<file path="config.mk">
export PLATFORM = sky130hd
export DESIGN_NAME = dq_ctrl
export DESIGN_NICKNAME = d
export VERILOG_FILES = /design/src/hdl/dq_pkg.sv /design/src/hdl/dq_ctrl.sv
export SDC_FILE = /design/constraint.sdc
export NUM_CORES = 1
export LEC_CHECK = 0
export BUFFER_PORTS_ARGS = -buffer_cell sky130_fd_sc_hd__buf_2
export CORE_AREA = 2 2 39 41
export CTS_CLUSTER_SIZE = 40
export DETAILED_ROUTE_END_ITERATION = 10
export DIE_AREA = 0 0 41 43
export PLACE_DENSITY = 0.33
export SLEW_MARGIN = 40
export SYNTH_ARGS = -nofsm -noshare
export SYNTH_HDL_FRONTEND = slang
export SYNTH_SLANG_ARGS = --single-unit
</file>
<file path="constraint.sdc">
create_clock -name i_clk -period 2.9 [get_ports i_clk]
set_input_delay 0.145 -clock i_clk [delete_from_list [all_inputs] [get_ports i_clk]]
set_output_delay 0.145 -clock i_clk [all_outputs]
set_load 0.02 [all_outputs]
</file>
<file path="src/hdl/dq_pkg.sv">
// Shared types and constants for the double-ended queue unit.
`default_nettype none

package dq_pkg;

    localparam int DEPTH  = 1024;
    localparam int ADDR_W = $clog2(DEPTH);
    localparam int CNT_W  = $clog2(DEPTH + 1);
    localparam int WORD_W = 32;

    localparam logic signed [WORD_W-1:0] NEG_ONE = '1;

    typedef enum logic [2:0] {
        CMD_PUSH_FRONT = 3'd0,
        CMD_PUSH_BACK  = 3'd1,
        CMD_POP_FRONT  = 3'd2,
        CMD_POP_BACK   = 3'd3,
        CMD_QUERY      = 3'd4
    } t_cmd;

    typedef enum logic [1:0] {
        ST_IDLE,
        ST_EXEC,
        ST_LOOK,
        ST_DONE
    } t_state;

    typedef struct packed {
        logic [2:0]               command;
        logic signed [WORD_W-1:0] push_value;
    } t_dq_req;

    typedef struct packed {
        logic signed [WORD_W-1:0] popped_value;
        logic                     popped_valid;
        logic                     overflow;
        logic [CNT_W-1:0]         entry_count;
        logic                     is_empty;
        logic signed [WORD_W-1:0] front_value;
        logic signed [WORD_W-1:0] back_value;
    } t_dq_res;

    // controller -> datapath commands
    typedef struct packed {
        logic load;
        logic exec;
        logic look;
        logic done;
    } t_dq_ctl;

endpackage

`default_nettype wire

</file>
<file path="src/hdl/dq_ctrl.sv">
// Sequencer for the double-ended queue: accept, execute, look up ends, report.
`default_nettype none

module dq_ctrl (
    input  wire logic           i_clk,
    input  wire logic           i_rst_n,
    input  wire logic           start,
    output dq_pkg::t_dq_ctl     o_ctl,
    output logic                busy
);

    dq_pkg::t_state r_state;
    dq_pkg::t_state n_state;

    always_ff @(posedge i_clk) begin
        if (!i_rst_n) begin
            r_state <= dq_pkg::ST_IDLE;
        end else begin
            r_state <= n_state;
        end
    end

    always_comb begin
        n_state = r_state;
        unique case (r_state)
            dq_pkg::ST_IDLE: begin
                if (start) begin
                    n_state = dq_pkg::ST_EXEC;
                end
            end
            dq_pkg::ST_EXEC: n_state = dq_pkg::ST_LOOK;
            dq_pkg::ST_LOOK: n_state = dq_pkg::ST_DONE;
            dq_pkg::ST_DONE: n_state = dq_pkg::ST_IDLE;
            default:         n_state = dq_pkg::ST_IDLE;
        endcase
    end

    always_comb begin
        o_ctl = '0;
        busy  = 1'b1;
        unique case (r_state)
            dq_pkg::ST_IDLE: begin
                busy       = 1'b0;
                o_ctl.load = start;
            end
            dq_pkg::ST_EXEC: o_ctl.exec = 1'b1;
            dq_pkg::ST_LOOK: o_ctl.look = 1'b1;
            dq_pkg::ST_DONE: o_ctl.done = 1'b1;
            default:         busy = 1'b1;
        endcase
    end

    a_accept_busy: assert property (@(posedge i_clk) disable iff (!i_rst_n)
        (start && !busy) |=> busy)
        else $error("busy not raised after accept");

    a_done_pulse: assert property (@(posedge i_clk) disable iff (!i_rst_n)
        o_ctl.done |=> !o_ctl.done)
        else $error("result strobe longer than one cycle");

    a_done_follows_accept: assert property (@(posedge i_clk) disable iff (!i_rst_n)
        o_ctl.done |-> $past(o_ctl.load, 3))
        else $error("result strobe without matching request");

endmodule

`default_nettype wire

</file>
==> impl_metrics.toml <==
[setup_path]
cp.arrival_ns = 1.28
r2r_cells = 5
max_stage_delay_ns = 0.37
worstPathMaxFanout = 4
critPathKind = "reg2out"
endpoint_kind = "primary output"
r2r_start = "r_state[0]"
cp-start-kind = "register"
critical_path.top_delay_family = "flip-flops"
crit_start = "r_state[0]"
r2r-end = "r_state[1]"
r2r_setup_slack_ns = 1.74
cp_data_required_time_ns = 2.76
crit_chain = "inv_1, ha_1, and2_2, buf_2"
worst-path-buf-inv = 2
crit_slowest_cell = "dfxtp_1"

[worst_hold_path]
worstHoldPathCells = 2
whs_endpoint = "r_state[1]"
hold_path_class = "in2reg"
min_from = "i_rst_n"

[placed_design]
place_ws_ns = 1.69
finalWeightedCongestion = 0.567
hpwl_um = 264
portBuffers = 7

[sta]
fin_ws_ns = 1.47
slew_headroom_pct = 91.0
rsz0062_at_grt = "false"
finClkSkew_ns = 0.000863
setup_violations = 0
fin_tns_setup_ns = 0
tightest_slew_ns = 0.131
fin_crit_sh_pct = 49.3
min_period_ns = 1.43
fmax_mhz = 700
whs_ns = 0.161
slew_viol_final = 0
hold_viol = 0

[synth]
async_flop_share_pct = 0
yosys-top-cells-count = "ha_1, inv_1, dfxtp_1"
synth_area_per_cell_um2 = 9.94
ys_seq_area_share_pct = 23.7
synth.most_common_cell = "ha_1"
synth_cell_types = 10
syn-num-nets = 25
yosys.area.top_type = "ha_1"
yosysWarnings = 0
synth_area_leaders = "ha_1, dfxtp_1, nand2b_4, inv_1, mux2i_1"
synth_edf_count = 0
synth_flop_cell = "dfxtp_1"
syn_inst = 17
synthesis.area_um2 = 169
yosysTopAreaCellShare_pct = 37.0
ys_seq_elements = 2

[global_routing]
grt_pass1_vias = 127
antenna_found_initial = 0
grt_max_degree = 5
grt_pass1_wl_um = 524
track_usage_pct = 5.41
grt-ovfl-total = 0

[cells_and_area]
syn_to_final_growth_pct = 45.9
num_antenna_cells = 0
largest_reg_flops = 2
drive_above_1_share_pct = 44.4
num-nets-final = 37
reg_top3 = "r_state x2"
nFillCells = 160
regMostFlops = "r_state"

[die]
die_h_um = 43
start_util_pct = 12.2
pin_count = 8
die_width_um = 41
die_area_um2 = 1760
rows = 14
coreArea_um2 = 1380

[clock_tree]
clock_sinks = 2
cts_setup_buffers = 0
cts-root-buf = "clkbuf_4"
clockBufferDepth = 2
ctsResizeCount = 0
htreeDepth = 1
cts_tree = "built"
insertion_delay_ns = 0.22
cts.clk_slew.worst_paths_ns = 0.03
hold_buffers = 0
cts_made_buffers = 3

[pwr]
leakagePower_nw = 0.147
p_seq_share_pct = 19.2
peakVddDrop_mv = 0.278
p_switching_w = 0.000123
power.internal_w = 0.000148
power.clock.fraction_pct = 22.4
pwr_density_cell_nw_per_um2 = 1100
switching_share_pct = 45.2
comb_power_share_pct = 58.3
fin_total_pwr_w = 0.000271

[detailed_routing]
via_count = 139
wl_per_cell_um = 7.47
antenna_left = 0
viasPerCell = 3.23
initialDrtViolationCount = 0
first_pass_iters = 1
drc = 0
drt-total-wl_um = 321

[outcome]
status = "finished, final reports clean"

[job]
max_cap_violations = 0
==> final cells by class <==
type	count	area [um2]	share of cell area [%]
Multi-Input combinational cell	12	118	47.7
Sequential cell	2	40.0	16.2
Timing Repair Buffer	7	35.0	14.2
Clock buffer	3	22.5	9.14
Tap cell	16	20.0	8.12
Inverter	3	11.3	4.57
==> layer usage <==
layer / global-route usage [%] / wire length [um] / vias to the layer above
met5: 0 / 0 / -
met4: 8.00 / 15 / 0
met3: 3.14 / 39 / 2
met2: 5.00 / 99 / 10
met1: 6.37 / 166 / 54
li1: - / - / 73
==> power by group through the flow <==
stage,clock network [W],logic (W),registers [W]
after floorplan,0,0.000125,0.0000503
after global placement,0,0.000160,0.0000524
after detailed placement,0,0.000161,0.0000530
after CTS,0.0000647,0.000162,0.0000524
after global routing,0.0000661,0.000179,0.0000561
final,0.0000608,0.000158,0.0000521
==> through the flow <==
step	cells	utilization, %	cell area [um2]
after floorplan	17	-	169
after global placement	40	16.2	224
after detailed placement	40	16.2	224
after CTS	43	17.8	246
after global routing	43	17.8	246
final	43	17.8	246
==> cell usage in the layout, fill, tap and decap left out <==
cell / n
and2_2: 1
dfxtp_1: 2
clkbuf_4: 3
buf_2: 7
nor2b_1: 1
nand2_1: 1
ha_1: 5
o211a_1: 1
nand2b_4: 1
nor2_1: 1
inv_1: 3
mux2i_1: 1
==> worst max path at each step <==
stage	to	slack (ns)	cells after the start
after detailed placement	o_ctl[3]	1.69	4
after global placement	o_ctl[3]	1.72	4
after floorplan	r_state[0]	1.81	5
final	o_ctl[3]	1.47	4
after global routing	o_ctl[3]	1.40	4
after CTS	o_ctl[3]	1.45	4
==> kinds of logic (layout without fill, tap and decap cells) <==
group                      Yosys count  after routing  synth area share, %
AOI/OAI and AO/OA                    1              1                 5.93
and+or+nand+nor                      5              5                 20.7
buffers and inverters                3             13                 6.67
DFF                                  2              2                 23.7
muxes                                1              1                 5.93
adders and majority gates            5              5                 37.0
Note: power is estimated with default switching activity, not from simulation.
